<file path="src/hw/rtl/vsdt_pkg.sv">
// Package for the voice stream demux tracker.
// Holds transaction types, status and frame codes, register indexes and constants.
// No dependencies.
package vsdt_pkg;

	// Module table sizing
	localparam int MODULE_COUNT_DEF = 3;
	localparam int MAX_TRACKED      = 3;

	// Configuration register indexes
	localparam int CFG_IDX_W = 3;
	localparam logic [CFG_IDX_W-1:0] REG_MY_ADDRESS   = 3'd0;
	localparam logic [CFG_IDX_W-1:0] REG_MODULE_EN    = 3'd1;
	localparam logic [CFG_IDX_W-1:0] REG_VOICE_TYPE   = 3'd2;
	localparam logic [CFG_IDX_W-1:0] REG_BASE_PORT    = 3'd3;
	localparam logic [CFG_IDX_W-1:0] REG_PORT_STEP    = 3'd4;
	localparam logic [CFG_IDX_W-1:0] REG_TIMEOUT      = 3'd5;

	// Configuration reset values
	localparam logic [31:0] RST_MY_ADDRESS = 32'hAC10_0014;
	localparam logic [2:0]  RST_MODULE_EN  = 3'd7;
	localparam logic [7:0]  RST_VOICE_TYPE = 8'h20;
	localparam logic [15:0] RST_BASE_PORT  = 16'd4200;
	localparam logic [15:0] RST_PORT_STEP  = 16'd1;
	localparam logic [7:0]  RST_TIMEOUT    = 8'd3;

	// Result status codes
	localparam logic [3:0] ST_FORWARDED  = 4'd0;
	localparam logic [3:0] ST_NOT_UDP    = 4'd1;
	localparam logic [3:0] ST_NOT_MINE   = 4'd2;
	localparam logic [3:0] ST_BAD_SIG    = 4'd3;
	localparam logic [3:0] ST_ACK        = 4'd4;
	localparam logic [3:0] ST_NOT_SEND   = 4'd5;
	localparam logic [3:0] ST_NOT_VOICE  = 4'd6;
	localparam logic [3:0] ST_BAD_LEN    = 4'd7;
	localparam logic [3:0] ST_BAD_CHAR   = 4'd8;
	localparam logic [3:0] ST_MODULE_OFF = 4'd9;
	localparam logic [3:0] ST_BUSY       = 4'd10;
	localparam logic [3:0] ST_UNKNOWN    = 4'd11;
	localparam logic [3:0] ST_WRONG_DIR  = 4'd12;
	localparam logic [3:0] ST_BAD_SEQ    = 4'd13;
	localparam logic [3:0] ST_TICK       = 4'd14;

	// Frame kinds
	localparam logic [1:0] KIND_HEADER   = 2'd0;
	localparam logic [1:0] KIND_VOICE    = 2'd1;
	localparam logic [1:0] KIND_VOICE_EX = 2'd2;

	// Protocol constants
	localparam logic [7:0]  PROTO_UDP    = 8'd17;
	localparam logic [31:0] SIG_DSTR     = 32'h4453_5452;
	localparam logic [7:0]  FLAG_ACK     = 8'h72;
	localparam logic [7:0]  FLAG_SEND    = 8'h73;
	localparam logic [15:0] LEN_VOICE    = 16'd19;
	localparam logic [15:0] LEN_VOICE_EX = 16'd22;
	localparam logic [15:0] LEN_HEADER   = 16'd48;
	localparam logic [4:0]  SEQ_MAX      = 5'd20;
	localparam int          SEQ_END_BIT  = 6;
	localparam logic [7:0]  CHAR_A       = 8'h41;
	localparam logic [7:0]  CHAR_CASE    = 8'h20;

	typedef struct packed {
		logic        command;
		logic [31:0] source_address;
		logic [31:0] dest_address;
		logic [7:0]  ip_protocol;
		logic [31:0] signature_word;
		logic [7:0]  send_flag;
		logic [7:0]  packet_type;
		logic [15:0] payload_length;
		logic [7:0]  repeater1_last_char;
		logic [7:0]  repeater2_last_char;
		logic [15:0] stream_ident;
		logic [7:0]  sequence_byte;
	} item_t;

	typedef struct packed {
		logic [3:0]  status;
		logic [1:0]  module_index;
		logic [1:0]  frame_kind;
		logic        outbound;
		logic [15:0] out_sequence;
		logic [15:0] out_stream;
		logic [15:0] out_port;
		logic        stream_ended;
	} result_t;

	// Stream table update command
	typedef struct packed {
		logic        tick;     // decrement nonzero hold timers
		logic        fwd;      // forwarded: reload timer, bump count
		logic        claim;    // header claims the module
		logic        finish;   // end-of-stream bit seen
		logic [1:0]  mod;
		logic [15:0] sid;
		logic        dir;
	} upd_t;

endpackage

</file>
<file path="src/hw/rtl/vsdt_table.sv">
// Per-module stream table (active, stream id, direction, hold timer) and
// the forwarded-packet counter. Depends on vsdt_pkg.
module vsdt_table import vsdt_pkg::*; #(
	parameter int MODULE_COUNT = MODULE_COUNT_DEF
) (
	input  logic                  clk,
	input  logic                  arst_n,
	input  logic                  en,
	input  upd_t                  upd,
	input  logic [7:0]            timeout_reload,
	output logic [TRACKED()-1:0]        active,
	output logic [TRACKED()-1:0][15:0]  stream,
	output logic [TRACKED()-1:0]        cdir,
	output logic [TRACKED()-1:0][7:0]   timer,
	output logic [15:0]           fwd_count
);

	function automatic int TRACKED();
		return (MODULE_COUNT < MAX_TRACKED) ? MODULE_COUNT : MAX_TRACKED;
	endfunction

	logic [TRACKED()-1:0]       active_q;
	logic [TRACKED()-1:0][15:0] stream_q;
	logic [TRACKED()-1:0]       cdir_q;
	logic [TRACKED()-1:0][7:0]  timer_q;
	logic [15:0]                count_q;

	always_ff @(posedge clk or negedge arst_n) begin
		if (!arst_n) begin
			active_q <= '0;
			stream_q <= '0;
			cdir_q   <= '0;
			timer_q  <= '0;
			count_q  <= '0;
		end else if (en) begin
			for (int i = 0; i < TRACKED(); i++) begin
				if (upd.fwd && upd.mod == 2'(i)) begin
					timer_q[i] <= timeout_reload;
					if (upd.claim) begin
						active_q[i] <= 1'b1;
						stream_q[i] <= upd.sid;
						cdir_q[i]   <= upd.dir;
					end else if (upd.finish) begin
						active_q[i] <= 1'b0;
					end
				end else if (upd.tick && timer_q[i] != 8'd0) begin
					timer_q[i] <= timer_q[i] - 8'd1;
				end
			end
			if (upd.fwd)
				count_q <= count_q + 16'd1;
		end
	end

	assign active    = active_q;
	assign stream    = stream_q;
	assign cdir      = cdir_q;
	assign timer     = timer_q;
	assign fwd_count = count_q;

endmodule

</file>
<file path="src/hw/rtl/vsdt_classify.sv">
// Single-pass packet check, module selection and result formatting.
// Purely combinational. Depends on vsdt_pkg.
module vsdt_classify import vsdt_pkg::*; #(
	parameter int MODULE_COUNT = MODULE_COUNT_DEF
) (
	input  item_t                       item,
	input  logic [31:0]                 my_address,
	input  logic [2:0]                  module_enable,
	input  logic [7:0]                  voice_packet_type,
	input  logic [15:0]                 base_port,
	input  logic [15:0]                 port_step,
	input  logic [TRACKED()-1:0]        active,
	input  logic [TRACKED()-1:0][15:0]  stream,
	input  logic [TRACKED()-1:0]        cdir,
	input  logic [TRACKED()-1:0][7:0]   timer,
	input  logic [15:0]                 fwd_count,
	output result_t                     res,
	output upd_t                        upd
);

	function automatic int TRACKED();
		return (MODULE_COUNT < MAX_TRACKED) ? MODULE_COUNT : MAX_TRACKED;
	endfunction

	logic        dir;
	logic        mine;
	logic [7:0]  mchar;
	logic        char_ok;
	logic [1:0]  hmod;
	logic        h_en;
	logic        h_busy;
	logic        v_hit;
	logic [1:0]  vmod;
	logic        v_dir;
	logic        is_hdr;
	logic        len_ok;
	logic [1:0]  fmod;
	logic [17:0] prod;

	always_comb begin
		dir    = (item.source_address == my_address);
		mine   = dir || (item.dest_address == my_address);
		is_hdr = (item.payload_length == LEN_HEADER);
		len_ok = is_hdr || item.payload_length == LEN_VOICE
			|| item.payload_length == LEN_VOICE_EX;
		mchar  = dir ? item.repeater2_last_char : item.repeater1_last_char;

		char_ok = 1'b1;
		case (mchar) inside
			CHAR_A, CHAR_A | CHAR_CASE:                     hmod = 2'd0;
			CHAR_A + 8'd1, (CHAR_A + 8'd1) | CHAR_CASE:     hmod = 2'd1;
			CHAR_A + 8'd2, (CHAR_A + 8'd2) | CHAR_CASE:     hmod = 2'd2;
			default: begin
				hmod    = 2'd0;
				char_ok = 1'b0;
			end
		endcase

		// Header target: enabled and busy flags of the chosen module
		h_en   = 1'b0;
		h_busy = 1'b0;
		for (int i = 0; i < TRACKED(); i++) begin
			if (hmod == 2'(i)) begin
				h_en   = module_enable[i];
				h_busy = active[i] && timer[i] != 8'd0;
			end
		end

		// Voice lookup: lowest enabled module holding this stream id
		v_hit = 1'b0;
		vmod  = 2'd0;
		v_dir = 1'b0;
		for (int i = TRACKED() - 1; i >= 0; i--) begin
			if (module_enable[i] && stream[i] == item.stream_ident) begin
				v_hit = 1'b1;
				vmod  = 2'(i);
				v_dir = cdir[i];
			end
		end

		fmod = is_hdr ? hmod : vmod;
		prod = 18'(port_step) * 18'(fmod);

		res        = '0;
		upd        = '0;
		upd.mod    = fmod;
		upd.sid    = item.stream_ident;
		upd.dir    = dir;

		if (item.command) begin
			res.status = ST_TICK;
			upd.tick   = 1'b1;
		end else if (item.ip_protocol != PROTO_UDP) begin
			res.status = ST_NOT_UDP;
		end else if (!mine) begin
			res.status = ST_NOT_MINE;
		end else if (item.signature_word != SIG_DSTR) begin
			res.status = ST_BAD_SIG;
		end else if (item.send_flag == FLAG_ACK) begin
			res.status = ST_ACK;
		end else if (item.send_flag != FLAG_SEND) begin
			res.status = ST_NOT_SEND;
		end else if (item.packet_type != voice_packet_type) begin
			res.status = ST_NOT_VOICE;
		end else if (!len_ok) begin
			res.status = ST_BAD_LEN;
		end else if (is_hdr && !char_ok) begin
			res.status = ST_BAD_CHAR;
		end else if (is_hdr && !h_en) begin
			res.status = ST_MODULE_OFF;
		end else if (is_hdr && h_busy) begin
			res.status = ST_BUSY;
		end else if (!is_hdr && !v_hit) begin
			res.status = ST_UNKNOWN;
		end else if (!is_hdr && dir != v_dir) begin
			res.status = ST_WRONG_DIR;
		end else if (!is_hdr && item.sequence_byte[4:0] > SEQ_MAX) begin
			res.status = ST_BAD_SEQ;
		end else begin
			res.status       = ST_FORWARDED;
			res.module_index = fmod;
			res.outbound     = dir;
			res.out_sequence = fwd_count;
			res.out_stream   = item.stream_ident;
			res.out_port     = base_port + prod[15:0];
			if (is_hdr)
				res.frame_kind = KIND_HEADER;
			else if (item.payload_length == LEN_VOICE)
				res.frame_kind = KIND_VOICE;
			else
				res.frame_kind = KIND_VOICE_EX;
			res.stream_ended = !is_hdr && item.sequence_byte[SEQ_END_BIT];
			upd.fwd          = 1'b1;
			upd.claim        = is_hdr;
			upd.finish       = !is_hdr && item.sequence_byte[SEQ_END_BIT];
		end
	end

endmodule

</file>
<file path="src/hw/rtl/voice_stream_demux_tracker.sv">
// Voice stream demux tracker, top level.
// A transaction accepted into the input register is checked combinationally and lands in the
// result register when the stage advances; a blocked output can stall it in between.
// Throughput: one transaction per cycle while the output is not blocked.
// Reset (arst_n low, asynchronous): stream table, counter and handshake state
// clear at once; configuration registers return to their defaults.
//
// Depends on vsdt_pkg, vsdt_classify and vsdt_table.
module voice_stream_demux_tracker import vsdt_pkg::*; #(
	parameter int MODULE_COUNT = MODULE_COUNT_DEF
) (
	input  logic                 clk,
	input  logic                 arst_n,
	// item channel
	input  logic                 item_valid,
	output logic                 item_ready,
	input  item_t                item,
	// result channel
	output logic                 result_valid,
	input  logic                 result_ready,
	output result_t              result,
	// configuration write channel
	input  logic                 cfg_valid,
	output logic                 cfg_ready,
	input  logic [CFG_IDX_W-1:0] cfg_index,
	input  logic [31:0]          cfg_data
);

	function automatic int TRACKED();
		return (MODULE_COUNT < MAX_TRACKED) ? MODULE_COUNT : MAX_TRACKED;
	endfunction

	// Configuration registers
	logic [31:0] my_address_q;
	logic [2:0]  module_enable_q;
	logic [7:0]  voice_type_q;
	logic [15:0] base_port_q;
	logic [15:0] port_step_q;
	logic [7:0]  timeout_q;

	// Input stage and result register
	logic    valid_s1;
	item_t   item_s1;
	logic    result_valid_q;
	result_t result_q;

	// Handshake control: the stage advances whenever the result slot is free
	// or its contents are being taken this cycle.
	logic    advance;
	logic    fire;

	// Table view and decision
	logic [TRACKED()-1:0]       active;
	logic [TRACKED()-1:0][15:0] stream;
	logic [TRACKED()-1:0]       cdir;
	logic [TRACKED()-1:0][7:0]  timer;
	logic [15:0]                fwd_count;
	result_t                    res;
	upd_t                       upd;

	assign cfg_ready = 1'b1;

	always_ff @(posedge clk or negedge arst_n) begin
		if (!arst_n) begin
			my_address_q    <= RST_MY_ADDRESS;
			module_enable_q <= RST_MODULE_EN;
			voice_type_q    <= RST_VOICE_TYPE;
			base_port_q     <= RST_BASE_PORT;
			port_step_q     <= RST_PORT_STEP;
			timeout_q       <= RST_TIMEOUT;
		end else if (cfg_valid && cfg_ready) begin
			case (cfg_index)
				REG_MY_ADDRESS: my_address_q    <= cfg_data;
				REG_MODULE_EN:  module_enable_q <= cfg_data[2:0];
				REG_VOICE_TYPE: voice_type_q    <= cfg_data[7:0];
				REG_BASE_PORT:  base_port_q     <= cfg_data[15:0];
				REG_PORT_STEP:  port_step_q     <= cfg_data[15:0];
				REG_TIMEOUT:    timeout_q       <= cfg_data[7:0];
				default: ;   // indexes past the list are dropped
			endcase
		end
	end

	assign advance    = !result_valid_q || result_ready;
	assign fire       = valid_s1 && advance;
	assign item_ready = !valid_s1 || advance;

	// Input register: takes a new transaction whenever the held one moves on.
	always_ff @(posedge clk or negedge arst_n) begin
		if (!arst_n)
			valid_s1 <= 1'b0;
		else if (item_ready)
			valid_s1 <= item_valid;
	end

	always_ff @(posedge clk) begin
		if (item_valid && item_ready)
			item_s1 <= item;
	end

	vsdt_classify #(
		.MODULE_COUNT(MODULE_COUNT)
	) u_classify (
		.item              (item_s1),
		.my_address        (my_address_q),
		.module_enable     (module_enable_q),
		.voice_packet_type (voice_type_q),
		.base_port         (base_port_q),
		.port_step         (port_step_q),
		.active            (active),
		.stream            (stream),
		.cdir              (cdir),
		.timer             (timer),
		.fwd_count         (fwd_count),
		.res               (res),
		.upd               (upd)
	);

	// Table commits in the same cycle the result is registered, so the
	// next transaction in the input stage already sees the new state.
	vsdt_table #(
		.MODULE_COUNT(MODULE_COUNT)
	) u_table (
		.clk            (clk),
		.arst_n         (arst_n),
		.en             (fire),
		.upd            (upd),
		.timeout_reload (timeout_q),
		.active         (active),
		.stream         (stream),
		.cdir           (cdir),
		.timer          (timer),
		.fwd_count      (fwd_count)
	);

	always_ff @(posedge clk or negedge arst_n) begin
		if (!arst_n)
			result_valid_q <= 1'b0;
		else if (advance)
			result_valid_q <= valid_s1;
	end

	always_ff @(posedge clk) begin
		if (fire)
			result_q <= res;
	end

	assign result_valid = result_valid_q;
	assign result       = result_q;

`ifndef SYNTHESIS
	// Input side only stalls when both stages are full and the output is blocked
	a_ready_stall: assert property (@(posedge clk) disable iff (!arst_n)
		!item_ready |-> valid_s1 && result_valid_q && !result_ready)
		else $error("item_ready low without a blocked pipeline");

	// Counter moves by one exactly on each forwarded transaction
	a_count_step: assert property (@(posedge clk) disable iff (!arst_n)
		fire && res.status == ST_FORWARDED |=> fwd_count == $past(fwd_count) + 16'd1)
		else $error("forward counter did not advance on forward");

	// Rejected and tick results carry only a status
	a_reject_clean: assert property (@(posedge clk) disable iff (!arst_n)
		result_valid_q && result_q.status != ST_FORWARDED |->
			result_q.out_port == 16'd0 && result_q.out_sequence == 16'd0
			&& result_q.out_stream == 16'd0 && !result_q.stream_ended)
		else $error("non-forward result has nonzero fields");
`endif

endmodule

</file>
<file path="config.mk">
export PLATFORM = sky130hd
export DESIGN_NAME = voice_stream_demux_tracker
export DESIGN_NICKNAME = d
export VERILOG_FILES = /design/src/hw/rtl/vsdt_pkg.sv /design/src/hw/rtl/vsdt_table.sv /design/src/hw/rtl/vsdt_classify.sv /design/src/hw/rtl/voice_stream_demux_tracker.sv
export SDC_FILE = /design/constraint.sdc
export NUM_CORES = 1
export LEC_CHECK = 0
export BUFFER_PORTS_ARGS = -buffer_cell sky130_fd_sc_hd__buf_2
export CORE_UTILIZATION = 57
export CTS_CLUSTER_SIZE = 20
export DETAILED_ROUTE_END_ITERATION = 10
export PLACE_DENSITY = 0.8
export SLEW_MARGIN = 0
export SYNTH_ARGS = -nofsm -noshare
export SYNTH_HDL_FRONTEND = slang
export SYNTH_SLANG_ARGS = --single-unit
</file>
<file path="constraint.sdc">
create_clock -name clk -period 6.7 [get_ports clk]
set_input_delay 1.34 -clock clk [delete_from_list [all_inputs] [get_ports clk]]
set_output_delay 1.34 -clock clk [all_outputs]
set_load 0.05 [all_outputs]
</file>
# Word level (Yosys, flattened, before mapping)
# Cells that the tools add are included.
# word_totals
register_bits	413
inputBits	217
wordCells	202
# op_classes
add_sub_neg	5
multipliers	1
order_cmp	1
eq_ne	29
muxes	60
bitwise_logic	2
n_reduce_logical	63
# op_table
op	count
32-bit == test	2
8-bit by 7-bit == test with 1-bit output (second input constant)	7
8-bit two-way mux	7
4-bit two-way mux	13
16-bit == test	3
3-bit two-way mux	14
16-bit by 5-bit == test with 1-bit output (second input constant)	2
32-bit by 31-bit != test with 1-bit output (second input constant)	1
8-bit nonzero test	3
8-bit by 1-bit subtractor with 8-bit output (second input constant)	3
1-bit logical AND	21
2-bit AND reduction	10
1-bit two-way mux	18
3-bit AND reduction	6
16-bit by 1-bit adder with 16-bit output (second input constant)	1
16-bit adder	1
16-bit by 6-bit == test with 1-bit output (second input constant)	1
16-bit by 2-bit multiplier with 16-bit output	1
2-bit two-way mux	8
15-bit OR reduction	1
14-bit OR reduction	1
8-bit by 5-bit != test with 1-bit output (second input constant)	1
8-bit by 7-bit != test with 1-bit output (second input constant)	1
8-bit != test	1
other kinds (14)	34

# Longest topological paths before layout
# logic_depth
depth_word	26
depth_mapped	25

# Cells and area by module
# A second synthesis with hierarchy kept.
# hier_totals
cells_unflattened	1346
area_unflattened_um2	18672.9
# modules_own_cells
mod	n_inst	cells_each	area_per_inst_um2
voice_stream_demux_tracker	1	425	10369.9
vsdt_table	1	364	4356.7
vsdt_classify	1	557	3946.3

# Worst setup path before layout
# OpenSTA, ideal clock, no wires.
# synth_path
path_kind	in2reg
startpoint	input port result_ready
endpoint	register item_s1[0] (netlist name) (enable)
setup_time_ns	0.553
arrival_time_ns	5.818
required_ns	6.147
slack_ns	0.328
path_stages	2
n_path_buf	0
cell_sequence	nand3b_1 -> and2_1
# synth_between
elab_chain_len	3
# synth_rtl
element	line	text
start, declared	voice_stream_demux_tracker.sv:20	input logic result_ready,
1-bit logical OR	voice_stream_demux_tracker.sv:84	assign advance = !result_valid_q || result_ready;
1-bit logical OR	voice_stream_demux_tracker.sv:86	assign item_ready = !valid_s1 || advance;
1-bit logical AND	voice_stream_demux_tracker.sv:97	if (item_valid && item_ready)
end signal, assigned	voice_stream_demux_tracker.sv:98	item_s1 <= item;
end, declared	voice_stream_demux_tracker.sv:43	item_t item_s1;
# No other way between the ends.
# A chain may end at the register's enable or synchronous reset.

# Worst setup path after layout
# layout_path
startpoint	register my_address_q[26]
endpoint	register result_q, in the netlist result[16] (data pin)
# layout_between
elab_chain_len	14
elab_cells_between_ends	40
classes_between	add/sub (1); mul (1); eq/ne (11); mux (14); bitwise (1); reduce/logical (12)
# layout_rtl
element	line	text
start, declared	voice_stream_demux_tracker.sv:34	logic [31:0] my_address_q;
start signal, assigned	voice_stream_demux_tracker.sv:73	REG_MY_ADDRESS: my_address_q <= cfg_data;
parallel branches: the longest is 14 deep, another holds 16-bit by 2-bit multiplier with 16-bit output	--	
end signal, assigned	voice_stream_demux_tracker.sv:145	result_q <= res;
end, declared	voice_stream_demux_tracker.sv:45	result_t result_q;
# Several ways; the timed one is not identified.

==> run metrics <==
H-tree Lvls=2; CP max stage delay=roughly 0.59 ns; Hold Path Class=register to register; Root Buffer=clkbuf_16; Clock Skew=approximately 0.021 ns; WP data arrival=about 6.2 ns; flop-to-flop setup slack=around 0.73 ns; WS Path Type=register to register; worst setup path endpoint=result[16]; nets=1,916; die area=about 33,000 sq um; die height=182.0 um; Min Hold Slack=roughly 0.47 ns; gr usage total=0.2488; final core utilization=0.6841; drt first pass iters=5; slowest CP cell=nor4_1; Worst-Margin Slew=around 1.2 ns; Net Count, Synth=approximately 1,600; area grow syn2layout=17.50%; HPWL after DPL=between 20 and 30 mm; RSZ-0062 raised after global routing=false; dpl ws=slightly above 0.8 ns; list of most frequent post-synthesis cells=edfxtp_1 (231), dfrtp_1 (161), xor2_1 (105), mux2_2 (90), nand2_1 (77); Worst Setup SP=my_address_q[26]; # IOs=between 200 and 300; synthesized area=18,470 sq um; fillers=between 2,000 and 2,500; Initial Util=0.5822; initial antenna violation count=5; Max Slew Vio Count=0; Pwr Total=roughly 6300 uW; CTS tree=yes; max layer used=met5; area of the multi-input gates=~6600 sq um; status=complete, no violations; # setup viols final=0; Synth warnings=0; latest clock arrival within the worst-skew pair=roughly 0.55 ns; Inserted Diodes=0; ratio of cells with drive above 1 in the final layout=0.2834; main flop type after synthesis=edfxtp_1; chip width=182.0 um; clk buf depth=3; 1st-iter DRT viols=approximately 720; Num Clock Sinks=410; Fin Setup TNS=0 ns; Max VDD drop=just under 300 uV; RR Startpoint=my_address_q[26]; Vias=approximately 12,000; post-CTS sizing=0; met1 wire length=roughly 17 mm; Cell Pwr Density=between 200 and 300 nW/um^2; Worst Reg-to-Reg Cells=22; cell accounting for the most synthesized area=edfxtp_1; Slew HR=0.2215; Max FO, Critical Path=11; Site Rows=65; Final period util=0.8915; Synth top area share=0.3756; count leader, synth=edfxtp_1; Data required, critical path=roughly 7 ns; post-CTS setup buffers=0; final worst setup slack=just over 0.7 ns; reg-to-reg endpoint=result[16]; Post-synth EDFFs=between 200 and 250; largest cells by area after synthesis=edfxtp_1 (38%), dfrtp_1 (22%), mux2_2 (5.5%); GPL Wtd Cong=0.9016; register area=between 10,000 and 15,000 sq um; largest net degree at the start of global routing=~170; WL final=roughly 40 mm; LEAKAGE=~0.0093 uW; DRC errors left=0; first-pass GRT wire length=between 60 and 70 mm; vias per cell=between 5 and 6; Critical Path, Cell by Cell=xor2_1 -> nor4_1 -> and4_1 -> nand2_1 -> mux2i_1 -> o22ai_2 -> nand2_1 -> fa_1 -> inv_1 -> ha_1 -> inv_1 -> fa_1 -> nor2b_1 -> o31a_1 -> o21ai_0 -> nand2b_1 -> a21o_1 -> a41o_1 -> o41ai_1 -> o21ai_0 -> xnor2_1 -> nor2_1; crit path time final=roughly 6 ns; CTS Buf Count=44; synthesized instance count=~1,400; Routed met2 length=19.81 mm; CP endpoint kind=register; Clock transition at path regs=~0.060 ns; Core Box Area=approximately 32,000 sq um; met3 wire len=2.713 mm; grt ovf=0; crit path launch type=register; #FFs+latches synth=410; port bufs=roughly 270; Max Fclk=about 170 MHz; WL/cell=between 15 and 20 um; final hold violations=0; Syn Area/Cell=13.42 sq um; Synth async-reset ratio=0.4366; sequential area share after synthesis=0.6194; vias in the first global route=between 10,000 and 15,000; cts hold-fix bufs=0; Routed Antenna Nets=0; Max-Cap Viols=0; synth unique cells=between 70 and 80
-- through the flow --
step	cell area, sq um	std cells
5_1_grt	21700	2099
3_5_place_dp	20280	2018
4_1_cts	21700	2099
6_report	21700	2099
2_1_floorplan	18470	1376
3_3_place_gp	20280	2018
-- how the worst min path moves through the flow --
| stage | startpoint | end | slack [ns] | cells past startpoint |
|---|---|---|---|---|
| 3_3_place_gp | u_table.fwd_count[15] | u_table.fwd_count[15] | 0.45 | 1 |
| 6_report | u_table.fwd_count[15] | u_table.fwd_count[15] | 0.47 | 1 |
| 2_1_floorplan | u_table.fwd_count[15] | u_table.fwd_count[15] | 0.43 | 1 |
| 3_5_place_dp | u_table.fwd_count[15] | u_table.fwd_count[15] | 0.47 | 1 |
| 4_1_cts | u_table.fwd_count[15] | u_table.fwd_count[15] | 0.48 | 1 |
| 5_1_grt | u_table.fwd_count[15] | u_table.fwd_count[15] | 0.48 | 1 |
-- worst max-delay path: cells and delay by family, from the launching register on --
family / cells / cell delay [ns]
xor gates and xnor gates: 2 / 0.23
AOI/OAI and AO/OA: 7 / 2.15
buffers and inverters: 2 / 0.12
adders and majority gates: 3 / 0.89
DFF: 1 / 0.56
and+or+nand+nor: 7 / 1.53
muxes: 1 / 0.20
-- registers in the layout, indices dropped and copies added (netlist names) --
register and cells:
voice_type_q 8, valid_s1 1, u_table.active 3, base_port_q 16
result 58, u_table.stream 48, u_table.cdir 3, module_enable_q 3
item_s1 173, u_table.fwd_count 16, u_table.timer 24, result_valid 1
timeout_q 8, my_address_q 32, port_step_q 16
-- placed cells by master, fill, tap and decap left out, drive strengths merged, types with 38 or more instances in the layout --
master,count
xor2,105
clkbuf,61
dfrtp,161
nor2,61
edfxtp,231
nand3,38
nor4,40
xnor2,45
nand2,77
inv,74
mux2,136
and2,40
buf,289
-- per-layer routing --
layer / vias up / GRT usage
met5: - / 0
met3: 71 / 0.05395
li1: 5565 / -
met4: 6 / 0.06958
met2: 416 / 0.4212
met1: 5874 / 0.3251
-- kinds of logic (layout without fill, tap and decap cells) --
kind of cell | Yosys count | after routing | share of synthesized area
flops | 410 | 410 | 0.6194
simple gates | 391 | 391 | 0.1187
xor+xnor | 150 | 150 | 0.07114
mux | 145 | 145 | 0.08781
compound gates | 123 | 123 | 0.04553
buf+inv | 119 | 440 | 0.02602
fa+ha+maj | 37 | 37 | 0.03117
other cells | 1 | 1 | 0.0002031
-- area by class of cell --
type                       instances  area share
clock inverter                    20     0.01171
inverter                          70     0.01211
sequential                       410      0.5272
timing repair buffer             289     0.06948
clock buffer                      61     0.05368
tap                              402     0.02318
multi-input combinational        847      0.3027
-- report_power, final --
| part | leakage, uW | total, uW | switching [uW] | internal [uW] |
|---|---|---|---|---|
| clock | 0.000686 | 2390 | 971 | 1420 |
| sequential | 0.00446 | 3170 | 208 | 2960 |
| combinational | 0.00418 | 776 | 437 | 339 |
Power figures use the tool's default switching activity.
